### src/sv/gls_pkg.sv
// Shared constants, types and controller/datapath interface structs for grid_line_of_sight.
package gls_pkg;

  localparam int MAP_WIDTH  = 64;
  localparam int MAP_HEIGHT = 64;
  localparam int COL_W      = $clog2(MAP_WIDTH);
  localparam int ROW_W      = $clog2(MAP_HEIGHT);

  typedef enum logic [3:0] {
    ST_IDLE,
    ST_WR_RD,
    ST_WR_WR,
    ST_STEP,
    ST_DIAG,
    ST_ADV,
    ST_MID,
    ST_AXIS,
    ST_MOVE,
    ST_PT_LD,
    ST_PT_EVAL,
    ST_PT_CHK,
    ST_RESULT
  } gls_state_t;

  // Which point of the current step is under test.
  typedef enum logic [1:0] {
    PH_DIAG,
    PH_MID,
    PH_AXA,
    PH_AXB
  } gls_phase_t;

  typedef struct packed {
    logic       ld_item;
    logic       wr_rd;
    logic       wr_wr;
    logic       f_add;
    logic       adv;
    logic       move;
    logic       pt_ld;
    gls_phase_t pt_sel;
    logic       pt_eval;
    logic       pt_next;
  } gls_cmd_t;

  typedef struct packed {
    logic at_end;
    logic f_ge;
    logic f_nz;
    logic dmin_z;
    logic pt_off;
    logic row_hit;
    logic row_last;
  } gls_status_t;

endpackage

### src/sv/gls_ctrl.sv
// Controller: sequences map writes, line steps and per-point row scans.
module gls_ctrl
  import gls_pkg::*;
(
  input  logic        clk,
  input  logic        rst_n,
  input  logic        in_valid,
  input  logic        in_command,
  output logic        in_stall,
  output logic        out_valid,
  input  logic        out_stall,
  output logic        out_sight_clear,
  input  gls_status_t sts,
  output gls_cmd_t    cmd
);

  gls_state_t state_r, state_nxt;
  gls_phase_t ph_r, ph_nxt;
  logic       res_r, res_nxt;
  logic       out_valid_r, out_valid_nxt;
  logic       out_clear_r, out_clear_nxt;

  always_ff @(posedge clk) begin
    if (!rst_n) begin
      state_r     <= ST_IDLE;
      ph_r        <= PH_DIAG;
      res_r       <= 1'b0;
      out_valid_r <= 1'b0;
      out_clear_r <= 1'b0;
    end else begin
      state_r     <= state_nxt;
      ph_r        <= ph_nxt;
      res_r       <= res_nxt;
      out_valid_r <= out_valid_nxt;
      out_clear_r <= out_clear_nxt;
    end
  end

  always_comb begin
    state_nxt     = state_r;
    ph_nxt        = ph_r;
    res_nxt       = res_r;
    out_valid_nxt = out_valid_r && out_stall;
    out_clear_nxt = out_clear_r;
    cmd           = '0;
    cmd.pt_sel    = ph_r;
    case (state_r)
      ST_IDLE: begin
        if (in_valid) begin
          cmd.ld_item = 1'b1;
          state_nxt   = in_command ? ST_STEP : ST_WR_RD;
        end
      end
      ST_WR_RD: begin
        cmd.wr_rd = 1'b1;
        state_nxt = ST_WR_WR;
      end
      ST_WR_WR: begin
        cmd.wr_wr = 1'b1;
        state_nxt = ST_IDLE;
      end
      ST_STEP: begin
        if (sts.at_end) begin
          res_nxt   = 1'b1;
          state_nxt = ST_RESULT;
        end else begin
          cmd.f_add = 1'b1;
          state_nxt = ST_DIAG;
        end
      end
      ST_DIAG: begin
        if (sts.f_ge) begin
          ph_nxt    = PH_DIAG;
          state_nxt = ST_PT_LD;
        end else begin
          state_nxt = ST_MID;
        end
      end
      ST_ADV: begin
        cmd.adv   = 1'b1;
        state_nxt = ST_MID;
      end
      ST_MID: begin
        if (sts.f_nz) begin
          ph_nxt    = PH_MID;
          state_nxt = ST_PT_LD;
        end else begin
          state_nxt = ST_AXIS;
        end
      end
      ST_AXIS: begin
        if (sts.dmin_z) begin
          ph_nxt    = PH_AXA;
          state_nxt = ST_PT_LD;
        end else begin
          state_nxt = ST_MOVE;
        end
      end
      ST_MOVE: begin
        cmd.move  = 1'b1;
        state_nxt = ST_STEP;
      end
      ST_PT_LD: begin
        cmd.pt_ld = 1'b1;
        state_nxt = ST_PT_EVAL;
      end
      ST_PT_EVAL, ST_PT_CHK: begin
        logic blocked, done;
        blocked = (state_r == ST_PT_EVAL) ? sts.pt_off : sts.row_hit;
        done    = blocked || (state_r == ST_PT_CHK && sts.row_last);
        if (!done) begin
          if (state_r == ST_PT_EVAL) cmd.pt_eval = 1'b1;
          else                       cmd.pt_next = 1'b1;
          state_nxt = ST_PT_CHK;
        end else if (blocked) begin
          case (ph_r)
            PH_AXA: begin
              ph_nxt    = PH_AXB;
              state_nxt = ST_PT_LD;
            end
            default: begin
              res_nxt   = 1'b0;
              state_nxt = ST_RESULT;
            end
          endcase
        end else begin
          case (ph_r)
            PH_DIAG: state_nxt = ST_ADV;
            PH_MID:  state_nxt = ST_AXIS;
            default: state_nxt = ST_MOVE;
          endcase
        end
      end
      ST_RESULT: begin
        // hold until the output register is free
        if (!out_valid_r || !out_stall) begin
          out_valid_nxt = 1'b1;
          out_clear_nxt = res_r;
          state_nxt     = ST_IDLE;
        end
      end
      default: state_nxt = ST_IDLE;
    endcase
  end

  assign in_stall        = state_r != ST_IDLE;
  assign out_valid       = out_valid_r;
  assign out_sight_clear = out_clear_r;

endmodule

### config.mk
export PLATFORM = sky130hd
export DESIGN_NAME = gls_ctrl
export DESIGN_NICKNAME = d
export VERILOG_FILES = /design/src/sv/gls_pkg.sv /design/src/sv/gls_ctrl.sv
export SDC_FILE = /design/constraint.sdc
export NUM_CORES = 1
export LEC_CHECK = 0
export BUFFER_PORTS_ARGS = -buffer_cell sky130_fd_sc_hd__buf_2
export CAP_MARGIN = 20
export CORE_MARGIN = 3
export CORE_UTILIZATION = 50
export DETAILED_ROUTE_END_ITERATION = 6
export PLACE_DENSITY = 0.8
export SLEW_MARGIN = 20
export SYNTH_ARGS = -nofsm -noshare
export SYNTH_HDL_FRONTEND = slang
export SYNTH_SLANG_ARGS = --single-unit
### constraint.sdc
create_clock -name clk -period 4.9 [get_ports clk]
set_clock_uncertainty 0.2 [all_clocks]
set_input_delay 0.735 -clock clk [delete_from_list [all_inputs] [get_ports clk]]
set_output_delay 0.735 -clock clk [all_outputs]
set_load 0.05 [all_outputs]
# Yosys cells after proc, flatten, opt, wreduce, memory -nomap -nowiden
# Index checks and enable logic that the tools add are counted.
# totals
reg_bits	9
in_bits	12
wordCells	85
out_inout_bits	14
# classes
muxes	40
eq_ne	24
n_reduce_logical	16
# ops
op	count
4-bit one-hot mux with 11 select lines	1
4-bit 2-to-1 mux	7
4-bit equality test, second input constant	5
1-bit 2-to-1 mux	19
2-bit 2-to-1 mux	9
2-bit inequality test, second input constant	9
4-bit by 3-bit equality test with 1-bit output, second input constant	4
4-bit by 2-bit equality test with 1-bit output, second input constant	2
2-bit one-hot mux with 4 select lines	1
4-bit one-hot mux with 2 select lines	1
4-bit nonzero test	2
7-bit AND reduction	1
5-bit AND reduction	1
4-bit by 1-bit equality test with 1-bit output, second input constant	1
4-bit zero test	1
2-bit AND reduction	2
3-bit 2-to-1 mux	1
2-bit by 1-bit equality test with 1-bit output, second input constant	1
2-bit equality test, second input constant	1
1-bit logical AND	2
1-bit zero test	2
2-bit zero test	1
1-bit logical OR	2
2-bit by 1-bit inequality test with 1-bit output, second input constant	1
3 further kinds	3

# Logic depth before layout (Yosys ltp)
# logic_depth
depth_word	5
ltp_mapped	6

# Worst setup path after synthesis
# OpenSTA, ideal clock, no wires.
# synth_path
path_type	register to output
start	register state_r[1]
end	output port cmd[6] (netlist name)
t_arrival_ns	2.307
slack_ns	1.658
stages_incl_launch_ff	4
cell_sequence	dfxtp_1 > buf_4 > clkbuf_1 > nor4b_1
# synth_lines
item	line_no	rtl
start: declaration	gls_ctrl.sv:17	gls_state_t state_r, state_nxt;
start signal: assignment	gls_ctrl.sv:31	state_r <= state_nxt;
end: declaration	gls_ctrl.sv:14	output gls_cmd_t cmd

==> impl_summary.txt <==
----------------------------------------------------
[Synthesis]
  Number of different library cells in the post-synthesis netlist ... between 40 and 50
  Net Count, Synth ... approximately 110
  Number of instances in the synthesized netlist ... 95
  Flops & latches, synth ... 9
  Cell area after technology mapping ... between 700 and 800 µm²
  Sequential share of the synthesized area ... 0.242
  Post-synthesis area per instance ... 7.82 µm²
  Yosys warning total ... 0

[CTS]
  Post-cts gate resize count ... 0
  Clock Sinks ... 9
  Number of buffers inserted during clock tree synthesis ... 3
  Clock tree from TritonCTS ... done
  Buffer depth of the longest clock path ... 2
  Root cell of the clock tree ... sky130_fd_sc_hd__clkbuf_4
  Worst-path clk slew ... about 0.060 ns
  CTS H-tree lvls ... 1
  Number of buffers inserted for hold repair after clock tree synthesis ... 0
  Post-CTS setup buffer count ... 0
  Clock latency of the later-clocked register in the worst-skew pair ... 0.27 ns

[Detailed routing]
  Residual DRC count ... 0
  DR pass1 iterations ... 4
  Per-cell routed wire length ... roughly 14 µm
  1st-iter DRT viols ... 32
  Drt via density ... slightly below 6
  Count of vias placed by the detailed router ... between 700 and 800
  Count of nets left with antenna violations after detail routing ... 0
  Total wire length ... approximately 1.9 mm

[STA]
  Setup repair after global routing missed its margin ... no
  Setup Viol. Count Final ... 0
  Worst rel slew slack ... 0.620
  Least-Margin Pin Slew ... roughly 0.57 ns
  Final number of max-transition violations ... 0
  Total count of hold-check failures in the final report ... 0
  Total negative slack ... 0 ns
  Max Fclk ... ~320 MHz
  Part of the cycle the worst path needs ... 0.631
  Minimum clock period after layout ... a little over 3 ns

[Critical path]
  End of the worst register-to-register path ... state_r[2]$_SDFFE_PN0P_
  Critical Path Sink ... cmd[0]
  Critical path data arrival time ... approximately 2.2 ns
  Top delay family on crit path ... flip-flops
  FF-to-FF setup slack ... just under 3 ns
  R2R Path Start ... state_r[1]$_SDFFE_PN0P_
  Crit. Startpoint ... state_r[1]$_SDFFE_PN0P_
  Master of the slowest instance on the critical path ... sky130_fd_sc_hd__dfxtp_1
  WP data required ... approximately 4.0 ns
  Type of the setup path with the least slack ... reg -> out
  Combined buffer and inverter count along the critical path ... 1
  CP Max Fanout ... 18
  Startpoint Class ... flip-flop
  Depth of the critical timing path with buffers and inverters included ... 4
  Cell-by-cell trace of the critical path ... and4bb_4, mux2i_4, nor4b_2, buf_2
  Depth of the worst register-to-register path ... 4
  Longest individual stage delay on the worst path ... slightly below 0.7 ns
  CP endpoint kind ... primary output

[Global route]
  Maximum number of pins on one net before global-route repair ... 19
  Via count of the first global-routing pass ... slightly below 700
  Final global-route overflow total ... 0
  Antenna violations before repair ... 0
  Overall routing resource usage ... 0.214
  Global-route wire length before repair ... between 3 and 4 mm

[Die]
  Die width ... 44.6 µm
  Area of the die ... roughly 2000 µm²
  Placeable core region ... roughly 1400 µm²
  Height of the chip ... ~45 µm
  Placement row count ... 13
  Number of top-level pins ... 26
  Starting utilization of the core area ... 0.551

[Finish]
  Fillcell total ... about 130
  Number of diodes ... 0
  Number of standard cells in the layout, taps in and fillers out ... 134
  Layout overhead on the synthesized area ... 19.4%
  Final #Nets ... approximately 130
  Share of final-layout standard cells stronger than drive strength 1 ... 0.286

[Power and ir drop]
  Power density relative to cell area ... 269 nW/µm²
  Worst ir drop on vdd ... between 0.2 and 0.25 mV
  Leak Pwr ... 0.370 nW

[Place]
  Port Buffer Count ... 25
  Detailed placer's ending HPWL ... approximately 1.4 mm
  Placer Congestion ... 0.889
  Cells after DPL ... between 100 and 150

[Min path]
  Class of the tightest hold or removal check ... reg -> reg

[Run status]
  Run status ... completed

[Job]
  Maxcap violations ... 0

----------------------------------------------------
## stage by stage
| step | worst slack (ns) | instance area [µm²] | hold WS [ns] | utilization | power [mW] |
|---|---|---|---|---|---|
| after global routing | 1.68 | 887 | 0.306 | 0.657 | 0.251 |
| after global placement | 2.23 | 861 | 0.240 | 0.638 | 0.180 |
| after detailed placement | 2.14 | 861 | 0.251 | 0.638 | 0.181 |
| after CTS | 1.84 | 887 | 0.273 | 0.657 | 0.240 |
| final | 1.81 | 887 | 0.268 | 0.657 | 0.239 |
| after floorplan | 1.66 | 743 | 0.242 | - | 0.160 |
## worst min-delay path by stage
stage,startpoint,slack [ns],depth (start not counted),to
after floorplan,res_r$_SDFFE_PN0P_,0.24,2,out_sight_clear$_SDFFE_PN0P_
after global placement,out_sight_clear$_SDFFE_PN0P_,0.24,2,out_sight_clear$_SDFFE_PN0P_
after detailed placement,out_sight_clear$_SDFFE_PN0P_,0.25,2,out_sight_clear$_SDFFE_PN0P_
after CTS,out_sight_clear$_SDFFE_PN0P_,0.27,2,out_sight_clear$_SDFFE_PN0P_
after global routing,out_sight_clear$_SDFFE_PN0P_,0.31,2,out_sight_clear$_SDFFE_PN0P_
final,out_sight_clear$_SDFFE_PN0P_,0.27,2,out_sight_clear$_SDFFE_PN0P_
## synth_stat cells (all sizes together)
cell type,n,area (µm²)
nor2,7,26.3
buf,4,22.5
nand2b,5,38.8
a41oi,1,8.76
nor4b,2,23.8
o32a,1,10.0
nor3b,1,7.51
nor4,1,6.26
o311ai,1,8.76
and2b,1,7.51
a31oi,3,18.8
and2,2,12.5
a2bb2oi,1,8.76
o31a,1,8.76
o21bai,1,7.51
o221ai,1,8.76
o22ai,1,6.26
mux2i,3,42.5
nor2b,3,18.8
nand3,4,20.0
nand2,9,33.8
o211ai,1,7.51
and4bb,2,28.8
a21boi,1,7.51
nor3,3,15.0
clkbuf,1,3.75
a21oi,4,20.0
nand3b,3,22.5
or2b,1,7.51
a221oi,1,15.0
a211oi,1,7.51
and3,1,6.26
dfxtp,9,180
o22a,1,8.76
inv,5,18.8
o21ai,6,30.0
nand4,1,6.26
mux2,1,11.3
## cells by family after synthesis
group                  Yosys count  synth area share
and+or+nand+nor                 46             0.379
AOI/OAI and AO/OA               26             0.246
muxes                            4            0.0724
buffers and inverters           10            0.0606
DFF                              9             0.242
## area by class of cell
class,count,area (µm²),area share
timing repair buffer,25,125,0.141
sequential,9,180,0.203
tap,15,18.8,0.0212
clock buffer,4,26.3,0.0296
multi-input combinational,76,518,0.584
inverter,5,18.8,0.0212
## per-layer routing
metal,part of all wire,wire length (µm),global-route usage,up-vias
li1,-,-,-,402
met1,0.44,826,0.306,347
met2,0.47,899,0.312,41
met3,0.081,153,0.0366,2
met4,0.0090,17,0.0904,0
met5,0,0,0,-
## worst min-delay path: stages (launching register included)
cell and delay, ns:
sky130_fd_sc_hd__dfxtp_1 0.31, sky130_fd_sc_hd__nand2_1 0.06, sky130_fd_sc_hd__a21oi_1 0.05
## power by group
part | leakage, nW | switching (mW) | internal [mW]
Sequential | 0.0730 | 0.0147 | 0.0775
Clock | 0.0150 | 0.0270 | 0.0314
Combinational | 0.282 | 0.0579 | 0.0303
## state kept, by name, indices dropped and copies added, names as in the netlist
register	flops
ph_r	2
out_sight_clear	1
out_valid	1
state_r	4
res_r	1
## layout by cell type, fill, tap and decap left out, types with 2 or more instances in the layout
cell / instances
sky130_fd_sc_hd__buf_2: 25
sky130_fd_sc_hd__nand2_1: 9
sky130_fd_sc_hd__dfxtp_1: 9
sky130_fd_sc_hd__nor2_1: 7
sky130_fd_sc_hd__inv_1: 5
sky130_fd_sc_hd__nand2b_1: 4
sky130_fd_sc_hd__nand3_1: 4
sky130_fd_sc_hd__a21oi_1: 4
sky130_fd_sc_hd__nand3b_1: 3
sky130_fd_sc_hd__nor2b_1: 3
sky130_fd_sc_hd__nor3_1: 3
sky130_fd_sc_hd__a31oi_1: 3
sky130_fd_sc_hd__o21ai_0: 3
sky130_fd_sc_hd__o21ai_1: 3
sky130_fd_sc_hd__clkbuf_4: 3
sky130_fd_sc_hd__and2_1: 2
sky130_fd_sc_hd__mux2i_1: 2
Power figures use the tool's default switching activity.
