$ cat config.mk
export PLATFORM = sky130hd
export DESIGN_NAME = gls_dp
export DESIGN_NICKNAME = d
export VERILOG_FILES = /design/src/sv/gls_pkg.sv /design/src/sv/gls_dp.sv
export SDC_FILE = /design/constraint.sdc
export NUM_CORES = 2
export LEC_CHECK = 0
export BUFFER_PORTS_ARGS = -buffer_cell sky130_fd_sc_hd__buf_4
export CAP_MARGIN = 10
export CORE_MARGIN = 4
export CORE_UTILIZATION = 60
export DETAILED_ROUTE_END_ITERATION = 6
export PLACE_DENSITY = 0.78
export SYNTH_ARGS = -nofsm -noshare
export SYNTH_HDL_FRONTEND = slang
export SYNTH_SLANG_ARGS = --single-unit
$ cat constraint.sdc
create_clock -name clk -period 12.4 [get_ports clk]
set_input_delay 2.48 -clock clk [delete_from_list [all_inputs] [get_ports clk]]
set_output_delay 2.48 -clock clk [all_outputs]
set_load 0.01 [all_outputs]
$ cat src/sv/gls_pkg.sv
// Shared constants, types and controller/datapath interface structs for grid_line_of_sight.
package gls_pkg;

  localparam int MAP_WIDTH  = 64;
  localparam int MAP_HEIGHT = 64;
  localparam int COL_W      = $clog2(MAP_WIDTH);
  localparam int ROW_W      = $clog2(MAP_HEIGHT);

  typedef enum logic [3:0] {
    ST_IDLE,
    ST_WR_RD,
    ST_WR_WR,
    ST_STEP,
    ST_DIAG,
    ST_ADV,
    ST_MID,
    ST_AXIS,
    ST_MOVE,
    ST_PT_LD,
    ST_PT_EVAL,
    ST_PT_CHK,
    ST_RESULT
  } gls_state_t;

  // Which point of the current step is under test.
  typedef enum logic [1:0] {
    PH_DIAG,
    PH_MID,
    PH_AXA,
    PH_AXB
  } gls_phase_t;

  typedef struct packed {
    logic       ld_item;
    logic       wr_rd;
    logic       wr_wr;
    logic       f_add;
    logic       adv;
    logic       move;
    logic       pt_ld;
    gls_phase_t pt_sel;
    logic       pt_eval;
    logic       pt_next;
  } gls_cmd_t;

  typedef struct packed {
    logic at_end;
    logic f_ge;
    logic f_nz;
    logic dmin_z;
    logic pt_off;
    logic row_hit;
    logic row_last;
  } gls_status_t;

endpackage

$ cat src/sv/gls_dp.sv
// Datapath: obstacle row memory, line tracer registers and point window test.
module gls_dp
  import gls_pkg::*;
(
  input  logic               clk,
  input  logic               rst_n,
  input  gls_cmd_t           cmd,
  input  logic [COL_W-1:0]   in_cell_x,
  input  logic [ROW_W-1:0]   in_cell_y,
  input  logic               in_cell_blocked,
  input  logic [5:0]         in_start_x,
  input  logic [5:0]         in_start_y,
  input  logic [5:0]         in_end_x,
  input  logic [5:0]         in_end_y,
  output gls_status_t        sts
);

  logic [MAP_WIDTH-1:0] row_mem [MAP_HEIGHT];
  logic [MAP_HEIGHT-1:0] row_vld_r;
  logic [MAP_WIDTH-1:0] rd_data_r;
  logic                 rd_vld_r;

  logic [COL_W-1:0] wx_r;
  logic [ROW_W-1:0] wy_r;
  logic             wb_r;

  logic signed [7:0] m_r, n_r, m1_r;
  logic [6:0]        dmaj_r, dmin_r;
  logic [7:0]        f_r;
  logic              sm_neg_r, sn_neg_r, swap_r;

  logic signed [7:0] pmaj_r, pmin_r;
  logic [ROW_W-1:0]  rc_r;

  // query setup
  logic signed [7:0] sx2, sy2, ex2, ey2, dx, dy;
  logic [6:0]        adx, ady;
  logic              sw;

  always_comb begin
    sx2 = {1'b0, in_start_x, 1'b0};
    sy2 = {1'b0, in_start_y, 1'b0};
    ex2 = {1'b0, in_end_x, 1'b0};
    ey2 = {1'b0, in_end_y, 1'b0};
    dx  = ex2 - sx2;
    dy  = ey2 - sy2;
    adx = dx[7] ? 7'(-dx) : dx[6:0];
    ady = dy[7] ? 7'(-dy) : dy[6:0];
    sw  = ady > adx;
  end

  logic signed [7:0] om, on, pm_sel, pn_sel;

  always_comb begin
    om = sm_neg_r ? -8'sd1 : 8'sd0;
    on = sn_neg_r ? -8'sd1 : 8'sd0;
    pm_sel = m_r + om;
    case (cmd.pt_sel)
      PH_DIAG, PH_MID: pn_sel = n_r + on;
      PH_AXA:          pn_sel = n_r;
      PH_AXB:          pn_sel = n_r - 8'sd1;
      default:         pn_sel = n_r;
    endcase
  end

  // window bounds of the latched point
  logic signed [7:0] px, py;
  logic [5:0]        hx, hy;
  logic              odx, ody;
  logic signed [7:0] clo, chi, rlo, rhi;
  logic [MAP_WIDTH-1:0] mask;

  always_comb begin
    px = swap_r ? pmin_r : pmaj_r;
    py = swap_r ? pmaj_r : pmin_r;
    hx  = px[7] ? 6'd0 : px[6:1];
    odx = px[7] ? 1'b1 : px[0];
    hy  = py[7] ? 6'd0 : py[6:1];
    ody = py[7] ? 1'b1 : py[0];
    clo = $signed({2'b00, hx}) - 8'sd1;
    chi = $signed({2'b00, hx}) + 8'sd1 + $signed({7'd0, odx});
    rlo = $signed({2'b00, hy}) - 8'sd1;
    rhi = $signed({2'b00, hy}) + 8'sd1 + $signed({7'd0, ody});
    mask = ({MAP_WIDTH{1'b1}} << clo[COL_W-1:0]) &
           ({MAP_WIDTH{1'b1}} >> (COL_W'(MAP_WIDTH - 1) - chi[COL_W-1:0]));
  end

  logic [ROW_W-1:0] rd_addr;
  logic             rd_en;

  always_comb begin
    rd_en   = cmd.wr_rd | cmd.pt_eval | cmd.pt_next;
    rd_addr = wy_r;
    if (cmd.pt_eval) rd_addr = rlo[ROW_W-1:0];
    if (cmd.pt_next) rd_addr = rc_r + ROW_W'(1);
  end

  always_ff @(posedge clk) begin
    if (rd_en) begin
      rd_data_r <= row_mem[rd_addr];
      rd_vld_r  <= row_vld_r[rd_addr];
    end
    if (cmd.wr_wr) begin
      row_mem[wy_r] <= ((rd_vld_r ? rd_data_r : '0) & ~(MAP_WIDTH'(1) << wx_r)) |
                       (MAP_WIDTH'(wb_r) << wx_r);
    end
  end

  always_ff @(posedge clk) begin
    if (!rst_n) begin
      row_vld_r <= '0;
    end else if (cmd.wr_wr) begin
      row_vld_r[wy_r] <= 1'b1;
    end
  end

  always_ff @(posedge clk) begin
    if (cmd.ld_item) begin
      wx_r     <= in_cell_x;
      wy_r     <= in_cell_y;
      wb_r     <= in_cell_blocked;
      m_r      <= sw ? sy2 : sx2;
      n_r      <= sw ? sx2 : sy2;
      m1_r     <= sw ? ey2 : ex2;
      dmaj_r   <= sw ? ady : adx;
      dmin_r   <= sw ? adx : ady;
      sm_neg_r <= sw ? dy[7] : dx[7];
      sn_neg_r <= sw ? dx[7] : dy[7];
      swap_r   <= sw;
      f_r      <= '0;
    end
    if (cmd.f_add) f_r <= f_r + {1'b0, dmin_r};
    if (cmd.adv) begin
      f_r <= f_r - {1'b0, dmaj_r};
      n_r <= sn_neg_r ? n_r - 8'sd2 + 8'sd1 : n_r + 8'sd1;
    end
    if (cmd.move) m_r <= sm_neg_r ? m_r - 8'sd1 : m_r + 8'sd1;
    if (cmd.pt_ld) begin
      pmaj_r <= pm_sel;
      pmin_r <= pn_sel;
    end
    if (cmd.pt_eval) rc_r <= rlo[ROW_W-1:0];
    if (cmd.pt_next) rc_r <= rc_r + ROW_W'(1);
  end

  always_comb begin
    sts.at_end   = m_r == m1_r;
    sts.f_ge     = f_r >= {1'b0, dmaj_r};
    sts.f_nz     = f_r != '0;
    sts.dmin_z   = dmin_r == '0;
    sts.pt_off   = clo < 8'sd0 || chi > 8'(MAP_WIDTH - 1) ||
                   rlo < 8'sd0 || rhi > 8'(MAP_HEIGHT - 1);
    sts.row_hit  = rd_vld_r && ((rd_data_r & mask) != '0);
    sts.row_last = rc_r == rhi[ROW_W-1:0];
  end

endmodule

# After elaboration in Yosys (flattened, before gate mapping)
# Memories as Yosys holds them, arrays and structs flattened. A register that Yosys moved wholly into a read port is not among the register bits.
# Index checks and enable logic that the tools add are counted.
[totals]
reg_bits = 149
latch_bits = 0
ramBits = 4096
romBits = 0
inputBits = 50
output_inout_bits = 7
n_memories = 1
[op_classes]
addsub = 22
n_mul = 0
div = 0
order_cmp = 9
n_eq_ne = 5
n_shift = 4
muxes = 38
n_bitwise = 8
n_reduce_logical = 14
[memory_table]
columns = ["memory", "words", "word_bits", "read_ports", "rd_ports_with_merged_regs", "write_ports", "line_no", "rtl"]
rows = [
  ["row_mem", 64, 64, 1, 1, 1, "gls_dp.sv:18", "logic [MAP_WIDTH-1:0] row_mem [MAP_HEIGHT];"],
]
[ops]
columns = ["operator", "count"]
rows = [
  ["64-bit AND", 3],
  ["64-bit OR", 2],
  ["8-bit 2-to-1 mux", 13],
  ["64-bit 2-to-1 mux", 1],
  ["64-bit NOT", 1],
  ["64-bit nonzero test", 1],
  ["1-bit by 6-bit << shifter with 64-bit output", 1],
  ["1-bit by 6-bit << shifter with 64-bit output (first input constant)", 1],
  ["64-bit by 6-bit << shifter with 64-bit output (first input constant)", 1],
  ["64-bit by 6-bit right shift with 64-bit output (first input constant)", 1],
  ["7-bit 2-to-1 mux", 7],
  ["6-bit 2-to-1 mux", 6],
  ["8-bit by 2-bit adder with 8-bit output (second input constant)", 3],
  ["8-bit case mux with 3 select lines", 1],
  ["7-bit by 1-bit adder with 8-bit output", 2],
  ["8-bit adder", 2],
  ["8-bit by 7-bit > comparator with 1-bit output (second input constant)", 2],
  ["7-bit by 7-bit subtractor with 8-bit output", 2],
  ["8-bit by 2-bit subtractor with 8-bit output (second input constant)", 2],
  ["6-bit by 1-bit adder with 7-bit output (second input constant)", 2],
  ["6-bit by 7-bit < comparator with 1-bit output (second input constant)", 2],
  ["7-bit by 1-bit < comparator with 1-bit output (second input constant)", 2],
  ["7-bit negation", 2],
  ["6-bit by 1-bit subtractor with 7-bit output (second input constant)", 2],
  ["24 further kinds", 38],
]

# Depth between registers and ports, before layout
[depth]
ltp_word = 10
ltp_mapped = 19

# Worst setup path after synthesis
# OpenSTA, ideal clock, no wires.
[synth_path]
path_type = "input port to flip-flop"
from = "input cmd[8] (netlist bit)"
to = "memory row_mem[40][0], enable pin"
setup_time_ps = 567
arrival_ps = 7274
slack_ps = 4559
path_stages = 3
path_cell_list = "nor2b_1 nand2_1 nor3_1"
[synth_via]
elab_chain_len = 2
[synth_rtl]
columns = ["item", "line_no", "rtl"]
rows = [
  ["start, declared", "gls_dp.sv:7", "input gls_cmd_t cmd,"],
  ["1-bit 2-to-1 mux", "gls_dp.sv:103", "if (cmd.wr_wr) begin"],
  ["1-bit 2-to-1 mux", "gls_dp.sv:104", "row_mem[wy_r] <= ((rd_vld_r ? rd_data_r : '0) & ~(MAP_WIDTH'(1) << wx_r)) |"],
  ["end, declared", "gls_dp.sv:18", ""],
]
# No other way between the ends.

==> flow_summary.json <==
{
  "clkPwrFrac_pct": 28.1,
  "synth_edf_count": 4240,
  "drv_slew": 0,
  "drt_wl_total_mm": 486,
  "drc": 2,
  "cap_violations": 0,
  "critPathMaxStageDelay_ns": 0.67,
  "p_leak_nw": 61.4,
  "yosys_warnings": 0,
  "final_common_cell": "edfxtp_1",
  "whs_endpoint": "row_vld_r[62]",
  "grt_max_degree": 137,
  "clk-insertion-delay-late_ns": 0.97,
  "clk_path_buf_depth": 4,
  "fin_crit_sh_pct": 73.1,
  "synth.avg_cell_area_um2": 20.7,
  "syn_inst": 8254,
  "worst_hold_startpoint": "row_vld_r[62]",
  "cp_data_arrival_time_ns": 6.59,
  "timing.rr.start": "pmaj_r[7]",
  "grtUsageTotal_pct": 33.2,
  "fin_setup_tns_ns": 0,
  "grt_pass1_vias": 91285,
  "postCtsHoldBufs": 0,
  "n_fill_cell": 16839,
  "powerDensity_mw_per_mm2": 235,
  "clock_skew_ns": 0.0691,
  "slew_headroom_pct": 12.9,
  "crit_chain": "buf_4 > or3b_1 > and2_1 > ha_1 > inv_1 > ha_1 > nor3_2 > nor2_1 > buf_4 > nor3_1 > nand3_1 > a32oi_1 > o21ai_0 > a2111oi_0 > nand4_1 > o41a_1 > buf_4",
  "ir_drop_v": 0.000286,
  "worstHoldPathCells": 1,
  "die_x_um": 542,
  "ctsResizeCount": 0,
  "grt.overflow.total": 0,
  "io_buffer_count": 56,
  "cts.clk_slew.worst_paths_ns": 0.06,
  "cts_buffers": 410,
  "rrSetupSlack_ns": 6.45,
  "start_util_pct": 60.4,
  "required_ns": 9.92,
  "drtAntennaViolNets": 0,
  "cp_max_fo": 43,
  "reg2regPathDepth": 14,
  "area_growth_pct": 11.5,
  "finalHoldViolations": 0,
  "synth-seq-area-share_pct": 75.2,
  "p_int_mw": 30.5,
  "crit_buf_inv": 4,
  "synth.net_count": 8363,
  "switching_share_pct": 32.1,
  "ys.flop_type": "edfxtp_1",
  "grt_pass1_wl_mm": 687,
  "ioPinCount": 57,
  "root_buffer": "clkbuf_16",
  "regArea_mm2": 0.129,
  "cp-start-kind": "register",
  "drive_above_1_share_pct": 23.2,
  "cts_tree": "built",
  "gp_congestion": 0.910,
  "run_status": "finished, violations left",
  "dr.pass1.iters": 7,
  "drt_iter0_drc": 15423,
  "crit_path_end_kind": "output pin",
  "seqPwrFrac_pct": 41.2,
  "ys_async_sr_fraction_pct": 0,
  "fin_crit_ns": 9.07,
  "die-area_mm2": 0.293,
  "path_delay_family": "simple AND/OR/NAND/NOR gates",
  "htreeDepth": 5,
  "antenna_found_initial": 16,
  "worst_pin_slew_ns": 1.31,
  "vias_per_cell": 7.21,
  "rows": 195,
  "rsz0062_at_grt": "false",
  "r2r_end": "rd_data_r[16]",
  "setup_viol": 0,
  "clock_sink_count": 4304,
  "vias": 90987,
  "p_comb_share_pct": 30.7,
  "min-delay-path-class": "register to register",
  "ys_seq_elements": 4304,
  "layout_common_cells": "edfxtp_1, mux4_2, mux2i_1",
  "crit_top_cell": "buf_4",
  "wire_per_inst_um": 38.5,
  "final_util_pct": 67.3,
  "fmax_mhz": 110,
  "die_y_um": 542,
  "criticalPathCategory": "register to output pin",
  "ys_types": 82,
  "core_area_mm2": 0.283,
  "violations": "DRC",
  "layout.nets": 8636,
  "synth_area_mm2": 0.171,
  "p_sw_mw": 14.4,
  "dp_hpwl_mm": 238,
  "postCtsSetupRepairBufs": 0,
  "cp_slowest_cell": "nor3_2",
  "multi_input_area_mm2": 0.0407
}
metal layers:
layer  global-route usage (%)  share of wire, %
met5                        0             0.011
met4                     13.8               5.0
met3                     9.89                14
met2                     50.9                47
met1                     45.4                34
layout make-up:
cell class | count | share of cell area, %
antenna | 6 | 0.00788
tap | 3743 | 2.46
clock inverter | 238 | 1.36
multi-input combinational | 3421 | 21.4
timing repair buffer | 330 | 1.54
sequential | 4304 | 67.5
clock buffer | 510 | 5.67
inverter | 60 | 0.118
registers in the layout (all words and copies together), names as in the netlist, 6 cells and up:
signal / flops
f_r: 7
m1_r: 6
wx_r: 6
n_r: 8
row_vld_r: 64
pmin_r: 8
dmaj_r: 6
dmin_r: 6
wy_r: 6
rd_data_r: 64
pmaj_r: 8
row_mem: 4096
m_r: 8
rc_r: 6
metrics by stage:
stage,cells,cell area [um^2],worst slack [ns],power (mW),hold WS (ns)
finish,12612,191000,3.33,44.8,0.462
global route,12608,191000,3.05,46.5,0.484
CTS,12598,190000,3.33,44.8,0.464
detailed placement,11850,177000,4.40,32.1,0.450
global placement,11848,177000,4.15,31.9,0.441
floorplan,8254,171000,4.56,28.1,0.435
synthesized netlist by cell type, drive strengths merged (6+ instances only):
cell | number | share of area, %
o211ai | 38 | 0.17
o21ai | 79 | 0.23
nor2b | 287 | 1.1
clkbuf | 223 | 0.49
mux2i | 486 | 2.8
nor2 | 120 | 0.26
or3 | 8 | 0.029
nor3b | 6 | 0.029
ha | 54 | 0.40
dfxtp | 64 | 0.75
buf | 246 | 0.69
nor4 | 11 | 0.049
mux2 | 8 | 0.053
o21a | 69 | 0.30
a211oi | 269 | 1.2
or2 | 7 | 0.026
nand2b | 25 | 0.091
nand3b | 9 | 0.040
xor2 | 24 | 0.12
a21o | 20 | 0.088
nor3 | 28 | 0.091
edfxtp | 4240 | 74
nand3 | 134 | 0.39
a31oi | 12 | 0.048
nand4 | 24 | 0.088
a22oi | 9 | 0.040
xnor2 | 50 | 0.26
nand2 | 197 | 0.43
inv | 60 | 0.13
a21oi | 312 | 0.92
o31ai | 9 | 0.040
mux4 | 1040 | 14
power groups by stage:
stage                     registers, mW  clock network [mW]  logic, mW
after floorplan                    18.5                   0       9.56
after global placement             18.7                   0       13.1
after detailed placement           18.7                   0       13.4
after CTS                          18.4                12.7       13.7
after global routing               18.5                13.3       14.7
final                              18.5                12.6       13.8
cell families (layout without fill, tap and decap cells):
family / after synthesis / after routing / synth area share [%]
xor gates and xnor gates: 74 / 74 / 0.379
AOI/OAI and AO/OA: 875 / 875 / 3.33
muxes: 1534 / 1534 / 16.6
adders and majority gates: 59 / 59 / 0.454
DFF: 4304 / 4304 / 75.2
and+or+nand+nor: 879 / 879 / 2.69
buffers and inverters: 529 / 1138 / 1.31
other: 0 / 6 / 0
worst max-delay path by stage:
| stage | start | endpoint | slack (ns) | cells after the start |
|---|---|---|---|---|
| 6_report | swap_r | sts[1] | 3.33 | 17 |
| 3_3_place_gp | swap_r | sts[1] | 4.15 | 16 |
| 3_5_place_dp | swap_r | sts[1] | 4.40 | 17 |
| 5_1_grt | swap_r | sts[1] | 3.05 | 17 |
| 2_1_floorplan | cmd[8] | row_mem[40][0] | 4.56 | 3 |
| 4_1_cts | swap_r | sts[1] | 3.33 | 17 |
Power figures use the tool's default switching activity.
